**src/design/dns_qname_label_encoder_assert.svh**
```systemverilog
// Assertion macros for the DNS name label encoder.
`ifndef DNS_QNAME_LABEL_ENCODER_ASSERT_SVH
`define DNS_QNAME_LABEL_ENCODER_ASSERT_SVH

// Same-cycle implication, held off during reset.
`define DQLE_ASSERT_NOW(lbl, ante, cons, msg) \
    lbl: assert property (@(posedge aclk) disable iff (!aresetn) (ante) |-> (cons)) \
        else $error(msg);

// Next-cycle implication, held off during reset.
`define DQLE_ASSERT_NEXT(lbl, ante, cons, msg) \
    lbl: assert property (@(posedge aclk) disable iff (!aresetn) (ante) |=> (cons)) \
        else $error(msg);

`endif

```
**src/design/dqle_pkg.sv**
```systemverilog
// Types and constants shared by the DNS name label encoder.
`default_nettype none

package dqle_pkg;

    localparam int BYTE_W = 8;
    localparam int CNT_W  = 6;

    localparam logic [BYTE_W-1:0] CH_DOT      = 8'h2E;
    localparam logic [BYTE_W-1:0] CH_UPPER_A  = 8'h41;
    localparam logic [BYTE_W-1:0] CH_UPPER_Z  = 8'h5A;
    localparam logic [BYTE_W-1:0] CASE_OFFSET = 8'h20;

    typedef enum logic [1:0] {
        ST_IDLE,
        ST_LEN,
        ST_DATA,
        ST_TERM
    } state_t;

    typedef struct packed {
        logic              append;
        logic              shift;
        logic [CNT_W-1:0]  count;
        logic [BYTE_W-1:0] char_byte;
    } cell_ctrl_t;

endpackage

`default_nettype wire

```
**src/design/dns_qname_label_encoder.sv**
```systemverilog
// Latency: a character beat is absorbed on acceptance; no output follows it. A dot or end mark
// with an n-character label (n nonzero) gives n+1 output beats, one per cycle while m_ready allows:
// the length byte, registered out of ST_LEN, then the label bytes; an end mark adds the terminator.
// Throughput: 1 character per cycle in ST_IDLE; input stalls after a dot or end mark until the label
// is sent, as the cell chain shifts one byte per cycle toward its head while the output can advance.
// Reset (aresetn low, sync) clears count, state, overflow/end flags, valid; not data bytes.
`default_nettype none

module dns_qname_label_encoder #(
    parameter int LABEL_MAX = 62
) (
    input  wire logic       aclk,
    input  wire logic       aresetn,
    input  wire logic       s_valid,
    output logic            s_ready,
    input  wire logic [7:0] s_char_byte,
    input  wire logic       s_end_mark,
    output logic            m_valid,
    input  wire logic       m_ready,
    output logic      [7:0] m_out_byte,
    output logic            m_last,
    output logic            m_name_overflow
);

`include "dns_qname_label_encoder_assert.svh"

    localparam int ByteW = dqle_pkg::BYTE_W;
    localparam int CntW  = dqle_pkg::CNT_W;

    dqle_pkg::state_t     state_reg, state_next;
    logic [CntW-1:0]      label_count_reg, label_count_next;
    logic                 overflow_reg, overflow_next;
    logic                 end_pend_reg, end_pend_next;
    logic                 m_valid_reg, m_valid_next;
    logic [ByteW-1:0]     m_byte_reg, m_byte_next;
    logic                 m_last_reg, m_last_next;
    logic                 m_ovf_reg, m_ovf_next;

    dqle_pkg::cell_ctrl_t cell_ctrl;
    logic [ByteW-1:0]     cell_data [LABEL_MAX];
    logic [ByteW-1:0]     folded;
    logic                 is_dot;
    logic                 in_fire;
    logic                 out_adv;
    logic                 label_full;

    assign in_fire    = s_valid && s_ready;
    assign out_adv    = !m_valid_reg || m_ready;
    assign is_dot     = (folded == dqle_pkg::CH_DOT);
    assign label_full = (label_count_reg >= CntW'(LABEL_MAX));

    always_comb begin
        if (s_char_byte >= dqle_pkg::CH_UPPER_A && s_char_byte <= dqle_pkg::CH_UPPER_Z) begin
            folded = s_char_byte + dqle_pkg::CASE_OFFSET;
        end else begin
            folded = s_char_byte;
        end
    end

    // label chain
    for (genvar i = 0; i < LABEL_MAX; i++) begin : g_cell
        logic [ByteW-1:0] nb;
        if (i == LABEL_MAX - 1) begin : g_tail
            assign nb = '0;
        end else begin : g_mid
            assign nb = cell_data[i+1];
        end
        dqle_cell #(
            .IDX(i)
        ) u_cell (
            .aclk      (aclk),
            .ctrl      (cell_ctrl),
            .next_byte (nb),
            .data      (cell_data[i])
        );
    end

    // next state
    always_comb begin
        state_next = state_reg;
        unique case (state_reg)
            dqle_pkg::ST_IDLE: begin
                if (in_fire) begin
                    if (s_end_mark) begin
                        state_next = (label_count_reg != '0) ? dqle_pkg::ST_LEN
                                                             : dqle_pkg::ST_TERM;
                    end else if (is_dot && label_count_reg != '0) begin
                        state_next = dqle_pkg::ST_LEN;
                    end
                end
            end
            dqle_pkg::ST_LEN: begin
                if (out_adv) begin
                    state_next = dqle_pkg::ST_DATA;
                end
            end
            dqle_pkg::ST_DATA: begin
                if (out_adv && label_count_reg == CntW'(1)) begin
                    state_next = end_pend_reg ? dqle_pkg::ST_TERM : dqle_pkg::ST_IDLE;
                end
            end
            dqle_pkg::ST_TERM: begin
                if (out_adv) begin
                    state_next = dqle_pkg::ST_IDLE;
                end
            end
            default: state_next = dqle_pkg::ST_IDLE;
        endcase
    end

    // outputs and datapath
    always_comb begin
        s_ready               = (state_reg == dqle_pkg::ST_IDLE);
        label_count_next      = label_count_reg;
        overflow_next         = overflow_reg;
        end_pend_next         = end_pend_reg;
        m_valid_next          = out_adv ? 1'b0 : m_valid_reg;
        m_byte_next           = m_byte_reg;
        m_last_next           = m_last_reg;
        m_ovf_next            = m_ovf_reg;
        cell_ctrl.append      = 1'b0;
        cell_ctrl.shift       = 1'b0;
        cell_ctrl.count       = label_count_reg;
        cell_ctrl.char_byte   = folded;
        unique case (state_reg)
            dqle_pkg::ST_IDLE: begin
                if (in_fire) begin
                    if (s_end_mark) begin
                        end_pend_next = 1'b1;
                    end else if (is_dot) begin
                        end_pend_next = 1'b0;
                    end else if (!label_full) begin
                        cell_ctrl.append = 1'b1;
                        label_count_next = label_count_reg + CntW'(1);
                    end else begin
                        overflow_next = 1'b1;
                    end
                end
            end
            dqle_pkg::ST_LEN: begin
                if (out_adv) begin
                    m_valid_next = 1'b1;
                    m_byte_next  = {{(ByteW-CntW){1'b0}}, label_count_reg};
                    m_last_next  = 1'b0;
                    m_ovf_next   = 1'b0;
                end
            end
            dqle_pkg::ST_DATA: begin
                if (out_adv) begin
                    m_valid_next     = 1'b1;
                    m_byte_next      = cell_data[0];
                    m_last_next      = 1'b0;
                    m_ovf_next       = 1'b0;
                    cell_ctrl.shift  = 1'b1;
                    label_count_next = label_count_reg - CntW'(1);
                end
            end
            dqle_pkg::ST_TERM: begin
                if (out_adv) begin
                    m_valid_next     = 1'b1;
                    m_byte_next      = '0;
                    m_last_next      = 1'b1;
                    m_ovf_next       = overflow_reg;
                    overflow_next    = 1'b0;
                    label_count_next = '0;
                    end_pend_next    = 1'b0;
                end
            end
            default: begin
                m_valid_next = m_valid_reg;
            end
        endcase
    end

    always_ff @(posedge aclk) begin
        if (!aresetn) begin
            state_reg       <= dqle_pkg::ST_IDLE;
            label_count_reg <= '0;
            overflow_reg    <= 1'b0;
            end_pend_reg    <= 1'b0;
            m_valid_reg     <= 1'b0;
        end else begin
            state_reg       <= state_next;
            label_count_reg <= label_count_next;
            overflow_reg    <= overflow_next;
            end_pend_reg    <= end_pend_next;
            m_valid_reg     <= m_valid_next;
        end
    end

    always_ff @(posedge aclk) begin
        m_byte_reg <= m_byte_next;
        m_last_reg <= m_last_next;
        m_ovf_reg  <= m_ovf_next;
    end

    assign m_valid         = m_valid_reg;
    assign m_out_byte      = m_byte_reg;
    assign m_last          = m_last_reg;
    assign m_name_overflow = m_ovf_reg;

    `DQLE_ASSERT_NOW(a_count_bound, 1'b1, label_count_reg <= CntW'(LABEL_MAX), "label count past limit")
    `DQLE_ASSERT_NOW(a_drain_nonempty, state_reg == dqle_pkg::ST_DATA, label_count_reg != '0, "draining empty label")
    `DQLE_ASSERT_NOW(a_term_zero, m_valid_reg && m_last_reg, m_byte_reg == '0, "terminator beat not clean")
    `DQLE_ASSERT_NEXT(a_empty_end, in_fire && s_end_mark && label_count_reg == '0, state_reg == dqle_pkg::ST_TERM, "empty name missed terminator")

endmodule

`default_nettype wire

```
**src/design/dqle_cell.sv**
```systemverilog
// One byte cell of the label chain: loads a character at its slot or takes its neighbor's byte.
`default_nettype none

module dqle_cell #(
    parameter int IDX = 0
) (
    input  wire logic                          aclk,
    input  wire dqle_pkg::cell_ctrl_t          ctrl,
    input  wire logic [dqle_pkg::BYTE_W-1:0]   next_byte,
    output logic      [dqle_pkg::BYTE_W-1:0]   data
);

    logic [dqle_pkg::BYTE_W-1:0] data_reg;
    logic                        slot_hit;

    assign slot_hit = (ctrl.count == dqle_pkg::CNT_W'(IDX));

    always_ff @(posedge aclk) begin
        if (ctrl.shift) begin
            data_reg <= next_byte;
        end else if (ctrl.append && slot_hit) begin
            data_reg <= ctrl.char_byte;
        end
    end

    assign data = data_reg;

endmodule

`default_nettype wire
```
**config.mk**
```make
export PLATFORM = sky130hd
export DESIGN_NAME = dns_qname_label_encoder
export DESIGN_NICKNAME = d
export VERILOG_FILES = /design/src/design/dqle_pkg.sv /design/src/design/dns_qname_label_encoder.sv /design/src/design/dqle_cell.sv
export VERILOG_INCLUDE_DIRS = /design/src /design/src/design
export SDC_FILE = /design/constraint.sdc
export NUM_CORES = 1
export LEC_CHECK = 0
export BUFFER_PORTS_ARGS = -buffer_cell sky130_fd_sc_hd__buf_2
export CORE_ASPECT_RATIO = 1.1
export CORE_MARGIN = 8
export CORE_UTILIZATION = 50
export DETAILED_ROUTE_END_ITERATION = 6
export PLACE_DENSITY = 0.66
export SLEW_MARGIN = 20
export SYNTH_ARGS = -nofsm -noshare
export SYNTH_HDL_FRONTEND = slang
export SYNTH_SLANG_ARGS = --single-unit
```
**constraint.sdc**
```tcl
create_clock -name aclk -period 7.7 [get_ports aclk]
set_clock_uncertainty 0.05 [all_clocks]
set_input_delay 0 -clock aclk [delete_from_list [all_inputs] [get_ports aclk]]
set_output_delay 0 -clock aclk [all_outputs]
set_load 0.01 [all_outputs]
```
# ---- After elaboration in Yosys (flattened, before gate mapping)
# Cells that the tools add are included.
dict set report classes {
  eq_ne 77
  n_mul 0
  n_shift 0
  order_cmp 3
  bitwise 0
  n_reduce_logical 144
  div_mod_pow 0
  add_sub_neg 3
  n_mux 167
}
# cell count
set ops {}
lappend ops {{8-bit 2-to-1 mux} 126}
lappend ops {{6-bit equality test, second input constant} 30}
lappend ops {{2-bit nonzero test} 63}
lappend ops {{6-bit by 5-bit equality test with 1-bit output, second input constant} 16}
lappend ops {{1-bit logical AND} 66}
lappend ops {{6-bit by 4-bit equality test with 1-bit output, second input constant} 8}
lappend ops {{6-bit 2-to-1 mux} 6}
lappend ops {{6-bit by 3-bit equality test with 1-bit output, second input constant} 4}
lappend ops {{8-bit case mux with 3 select lines} 1}
lappend ops {{1-bit 2-to-1 mux} 20}
lappend ops {{6-bit case mux with 3 select lines} 1}
lappend ops {{2-bit 2-to-1 mux} 8}
lappend ops {{2-bit inequality test, second input constant} 7}
lappend ops {{6-bit by 2-bit equality test with 1-bit output, second input constant} 2}
lappend ops {{8-bit by 6-bit adder with 8-bit output, second input constant} 1}
lappend ops {{8-bit by 6-bit equality test with 1-bit output, second input constant} 1}
lappend ops {{8-bit by 7-bit greater-or-equal comparator with 1-bit output, second input constant} 1}
lappend ops {{8-bit by 7-bit less-or-equal comparator with 1-bit output, second input constant} 1}
lappend ops {{1-bit case mux with 2 select lines} 4}
lappend ops {{2-bit case mux with 4 select lines} 1}
lappend ops {{4-bit AND reduction} 2}
lappend ops {{7-bit AND reduction} 1}
lappend ops {{6-bit by 1-bit adder with 6-bit output, second input constant} 1}
lappend ops {{6-bit by 1-bit equality test with 1-bit output, second input constant} 1}
lappend ops {{other kinds (17)} 22}
dict set report totals {
  register_bits 517
  mem_count 0
  elab_cells 464
  ramBits 0
  output_inout_bits 12
  latchBits 0
  mem_bits_ro 0
}

# ---- Logic depth before layout (Yosys ltp)
dict set report depth {
  depth_word 11
  ltp_mapped 10
  ltp_nobuf 8
}

# ---- Modules after synthesis
# A second synthesis with hierarchy kept.
dict set report unflattened {
  cells_unflattened 1419
  hier_area_um2 25993.7
}
# module area_each_um2 n_inst seq_area_each_um2 cells_per_inst
set by_module_without_submodules {}
lappend by_module_without_submodules {{dqle_cell (g_cell[1].u_cell ...)} 396.6 12 240.2 20}
lappend by_module_without_submodules {{dqle_cell (g_cell[10].u_cell ...)} 400.4 10 240.2 20}
lappend by_module_without_submodules {{dqle_cell (g_cell[23].u_cell ...)} 395.4 9 240.2 21}
lappend by_module_without_submodules {{dqle_cell (g_cell[0].u_cell ...)} 394.1 8 240.2 20}
lappend by_module_without_submodules {{dqle_cell (g_cell[11].u_cell ...)} 395.4 6 240.2 20}
lappend by_module_without_submodules {{dqle_cell (g_cell[53].u_cell ...)} 394.1 4 240.2 21}
lappend by_module_without_submodules {dns_qname_label_encoder 1461.4 1 520.5 166}
lappend by_module_without_submodules {{dqle_cell (g_cell[55].u_cell ...)} 392.9 3 240.2 21}
lappend by_module_without_submodules {{dqle_cell (g_cell[4].u_cell ...)} 397.9 2 240.2 20}
lappend by_module_without_submodules {{dqle_cell (g_cell[31].u_cell ...)} 392.9 2 240.2 19}
lappend by_module_without_submodules {{dqle_cell (g_cell[16].u_cell ...)} 391.6 2 240.2 20}
lappend by_module_without_submodules {{dqle_cell (g_cell[52].u_cell ...)} 390.4 2 240.2 20}
lappend by_module_without_submodules {{dqle_cell (g_cell[60].u_cell)} 392.9 1 240.2 20}
lappend by_module_without_submodules {{dqle_cell (g_cell[15].u_cell)} 391.6 1 240.2 19}

# ---- Worst setup path before layout
# Ideal clock, no wire load.
dict set report synth_path {
  path_kind {reg-to-reg}
  startpoint {register state_reg[0]}
  endpoint {register g_cell[50].u_cell.data_reg (netlist bit g_cell[50].u_cell.data[0]), enable pin}
  stages_incl_launch_ff 8
  arrival_ns 2.195
  setup_ns 0.384
  required_time_ns 7.266
  path_slack_ns 5.071
  path_cell_list {dfxtp_1 -> inv_1 -> ha_1 -> clkbuf_1 -> nand2b_1 -> a21oi_4 -> nand4bb_2 -> o21ai_0}
}
dict set report synth_between {
  elab_chain_cells 6
  word_cells_on_any_way 8
  classes_between {eq/ne: 1; mux: 3; reduce/logical: 4}
}
# element line
set synth_lines {}
lappend synth_lines {{start, declared} dns_qname_label_encoder.sv:30} ;# dqle_pkg::state_t state_reg, state_next;
lappend synth_lines {{start signal, assigned} dns_qname_label_encoder.sv:177} ;# state_reg <= dqle_pkg::ST_IDLE;
lappend synth_lines {{start signal, assigned} dns_qname_label_encoder.sv:183} ;# state_reg <= state_next;
lappend synth_lines {{2-bit zero test *} dns_qname_label_encoder.sv:113} ;# s_ready = (state_reg == dqle_pkg::ST_IDLE);
lappend synth_lines {{net s_ready} dns_qname_label_encoder.sv:15} ;# output logic s_ready,
lappend synth_lines {{1-bit logical AND} dns_qname_label_encoder.sv:47} ;# assign in_fire = s_valid && s_ready;
lappend synth_lines {{1-bit 2-to-1 mux} dns_qname_label_encoder.sv:127} ;# if (in_fire) begin
lappend synth_lines {{1-bit 2-to-1 mux *} dns_qname_label_encoder.sv:125} ;# unique case (state_reg)
lappend synth_lines {{1-bit logical AND *} dqle_cell.sv:21} ;# end else if (ctrl.append && slot_hit) begin
lappend synth_lines {{2-bit nonzero test (no line) *} -}
lappend synth_lines {{end signal, assigned} dqle_cell.sv:20} ;# data_reg <= next_byte;
lappend synth_lines {{end signal, assigned} dqle_cell.sv:22} ;# data_reg <= ctrl.char_byte;
lappend synth_lines {{end, declared} dqle_cell.sv:13} ;# logic [dqle_pkg::BYTE_W-1:0] data_reg;
# Mark *: on every way through the listed nets, which the timed path passes. The rest lies on a longest branch.
# A chain may end at the register's enable or synchronous reset.

# ---- Final worst setup path
dict set report layout_path {
  startpoint {register state_reg[0]}
  endpoint {register g_cell[15].u_cell.data_reg (netlist bit g_cell[15].u_cell.data[4]) (data pin)}
}
dict set report layout_between {
  elab_chain_cells 3
}
# element line
set layout_lines {}
lappend layout_lines {{2-bit equality test} dns_qname_label_encoder.sv:125}
lappend layout_lines {{1-bit 2-to-1 mux} dns_qname_label_encoder.sv:125}
lappend layout_lines {{8-bit 2-to-1 mux} dqle_cell.sv:19} ;# if (ctrl.shift) begin
lappend layout_lines {{end signal, assigned} dqle_cell.sv:20}
lappend layout_lines {{end signal, assigned} dqle_cell.sv:22}
lappend layout_lines {{end, declared} dqle_cell.sv:13}
# No other way between the ends.

==> flow_summary.yaml <==
routing:
  drt_iter0_drc: 1017
  antenna_left: 0
  dr.pass1.iters: 5
  via_per_inst: 5.55
  route.detailed.drc: 0
  vias: 12900
  wl_per_cell_um: 19.5
  wl_mm: 45.3
finish:
  area.growth.synth_to_final_pct: 10.6
  n_antenna_cell: 0
  postLayoutCoreUtil: 0.562
  fin_nets: 1747
  largest_reg_flops: 496
  drive_gt1_frac: 0.0725
global_route:
  grt_max_degree: 268
  track_usage: 0.186
  grt_pass1_vias: 12700
  grt_pass1_wl_mm: 71.4
  grt-ovfl-total: 0
  antenna_found_initial: 2
cts:
  cts.path.max_buffers: 3
  post_cts_resized: 0
  cts_tree: "done"
  cts_sinks: 517
  clockRootBuffer: "clkbuf_16"
  clkLatencyLatePin_ns: 0.58
  clk_pin_slew_worst_paths_ns: 0.06
  cts_buffers: 52
  h-tree-depth: 2
worst_hold_path:
  worstHoldPathType: "in -> reg"
placement:
  place_congestion: 0.810
  post-dp-hpwl_mm: 25.5
  dp_slack_ns: 3.77
  port_buffers: 24
synthesis:
  synth-edff-count: 498
  ys_seq_area_frac: 0.730
  synthArstFlopShare: 0
  ys_ff_latch: 517
  synth_area_um2: 21000
  ys_types: 55
  synth_ff_type: "edfxtp_1"
  synth_nets: 1770
  yosysWarnings: 0
  synth_area_per_cell_um2: 12.0
  synth_cells: 1747
sta:
  rsz0062_at_grt: "no"
  hold_viol: 0
  setup_viol: 0
  tns_ns: 0
  period_minus_slack_ns: 3.98
  drv_slew: 0
  max_slew_margin: 0.279
  fmax_mhz: 251
  layout_setup_ws_ns: 3.72
  worst_pin_slew_ns: 1.07
  finalCritPeriodShare: 0.516
die:
  core_um2: 41400
  die_h_um: 231
  io_pins: 25
  die_area_um2: 48900
  die_w_um: 211
  rows: 78
  start_util: 0.508
pwr:
  leakagePower_nw: 8.26
  vdd_drop_max_mv: 0.367
  p_per_area_nw_per_um2: 395
setup_path:
  critPathSlowestCell: "nand2_4"
  critPathMaxStageDelay_ns: 0.77
  crit_type: "reg -> reg"
  crit_required_ns: 7.92
  cp.arrival_ns: 4.20
  worstPathCellList: "inv_1 -> ha_1 -> nand2_4 -> nand2_2 -> buf_4 -> nand2_1"
  end_kind: "flop"
  start_kind: "flop"
  cp_max_fo: 91
run:
  drv_cap: 0
outcome:
  status: "complete, no violations"
final timing paths:
check	startpoint	end	slack, ns	depth (start not counted)
worst max-delay path	state_reg[0]	g_cell[15].u_cell.data[4]	3.72	6
worst min-delay path	s_char_byte[5]	g_cell[61].u_cell.data[5]	0.04	4
worst max register to register	state_reg[0]	g_cell[15].u_cell.data[4]	3.72	6
worst min register to register	g_cell[61].u_cell.data[5]	g_cell[61].u_cell.data[5]	0.42	2
layer usage:
metal / routed length (um) / GRT usage
met5: 12 / 0
met4: 1170 / 0.0571
met3: 2870 / 0.0347
met2: 21400 / 0.298
met1: 19800 / 0.256
layout by cell type (no fill, tap or decap), types with 3 or more instances in the layout:
cell | synthesis | routed
o21ai_0 | 25 | 15
nand2b_1 | 4 | 4
clkinv_1 | 0 | 8
nand3_1 | 7 | 7
nor2b_1 | 3 | 3
nor2_1 | 14 | 13
a31oi_1 | 3 | 3
nor3_1 | 3 | 3
inv_1 | 9 | 9
and3_1 | 3 | 3
a211o_1 | 3 | 3
clkbuf_16 | 0 | 53
buf_4 | 0 | 11
nand2_2 | 0 | 6
buf_2 | 3 | 24
o21bai_1 | 3 | 3
clkinv_2 | 0 | 9
edfxtp_1 | 498 | 498
a211oi_1 | 3 | 3
dfxtp_1 | 19 | 19
nand2_1 | 781 | 774
bufinv_16 | 0 | 4
o21a_1 | 123 | 123
o21ai_1 | 49 | 58
dlygate4sd3_1 | 0 | 12
clkbuf_1 | 114 | 18
mux2i_1 | 10 | 10
a21oi_1 | 12 | 12
ha_1 | 10 | 10
and2_1 | 6 | 6
cells by family (layout without fill, tap and decap cells):
family	Yosys count	after routing	synth area share
AND/OR/NAND/NOR	838	838	0.158
flip-flops	517	517	0.730
AO/OA/AOI/OAI	236	236	0.0756
buffers and inverters	136	154	0.0256
adder cells (fa/ha/maj)	10	10	0.00595
multiplexers	10	10	0.00476
cell type report:
type | count | area (um2)
sequential | 517 | 15300
tap | 560 | 701
clock buffer | 71 | 1390
clock inverter | 24 | 220
timing repair buffer | 49 | 370
multi-input combinational | 1094 | 5180
inverter | 10 | 37.5
fill | 3409 | 18100
power by group:
| group | internal (mW) | total (mW) | switching (mW) |
|---|---|---|---|
| clock | 1.40 | 2.43 | 1.03 |
| sequential | 4.30 | 4.53 | 0.234 |
| combinational | 0.568 | 2.22 | 1.65 |
| total | 6.27 | 9.18 | 2.91 |
stage by stage:
step / area (um2) / hold slack [ns] / instances / total power, mW
5_1_grt: 23200 / 0.0641 / 2325 / 9.64
4_1_cts: 23200 / 0.00634 / 2324 / 9.23
6_report: 23200 / 0.0370 / 2325 / 9.18
2_1_floorplan: 21000 / 0.0959 / 1747 / 6.05
3_3_place_gp: 21500 / 0.248 / 2217 / 6.72
3_5_place_dp: 21500 / 0.256 / 2217 / 6.78
worst max-delay path, delay by kind of cell, from the launching register on:
family        cells  cell delay (ns)
simple gates      3             1.76
buf+inv           2             0.76
fa+ha+maj         1             0.73
flops             1             0.33
Yosys cell counts, drive strengths merged (3+ instances only):
cell type  number  area, um2
nor2           14       52.6
and2            6       37.5
clkbuf        115        433
a211o           3       26.3
edfxtp        498      15000
o21a          123        923
buf            11       67.6
mux2i          10        100
nand3           8       52.6
nor3            3       15.0
nand2b          4       25.0
inv            10       37.5
dfxtp          19        380
o21ai          74        370
a211oi          4       35.0
o21bai          3       22.5
a21oi          13       76.3
nand2         781       2930
ha             10        125
nor2b           3       18.8
a31oi           3       18.8
and3            3       18.8
timing repair:
action,CTS,global route
hold buffers,12,0
setup buffers,0,0
hold endpoints to repair,40,0
Note: power is estimated with default switching activity, not from simulation.
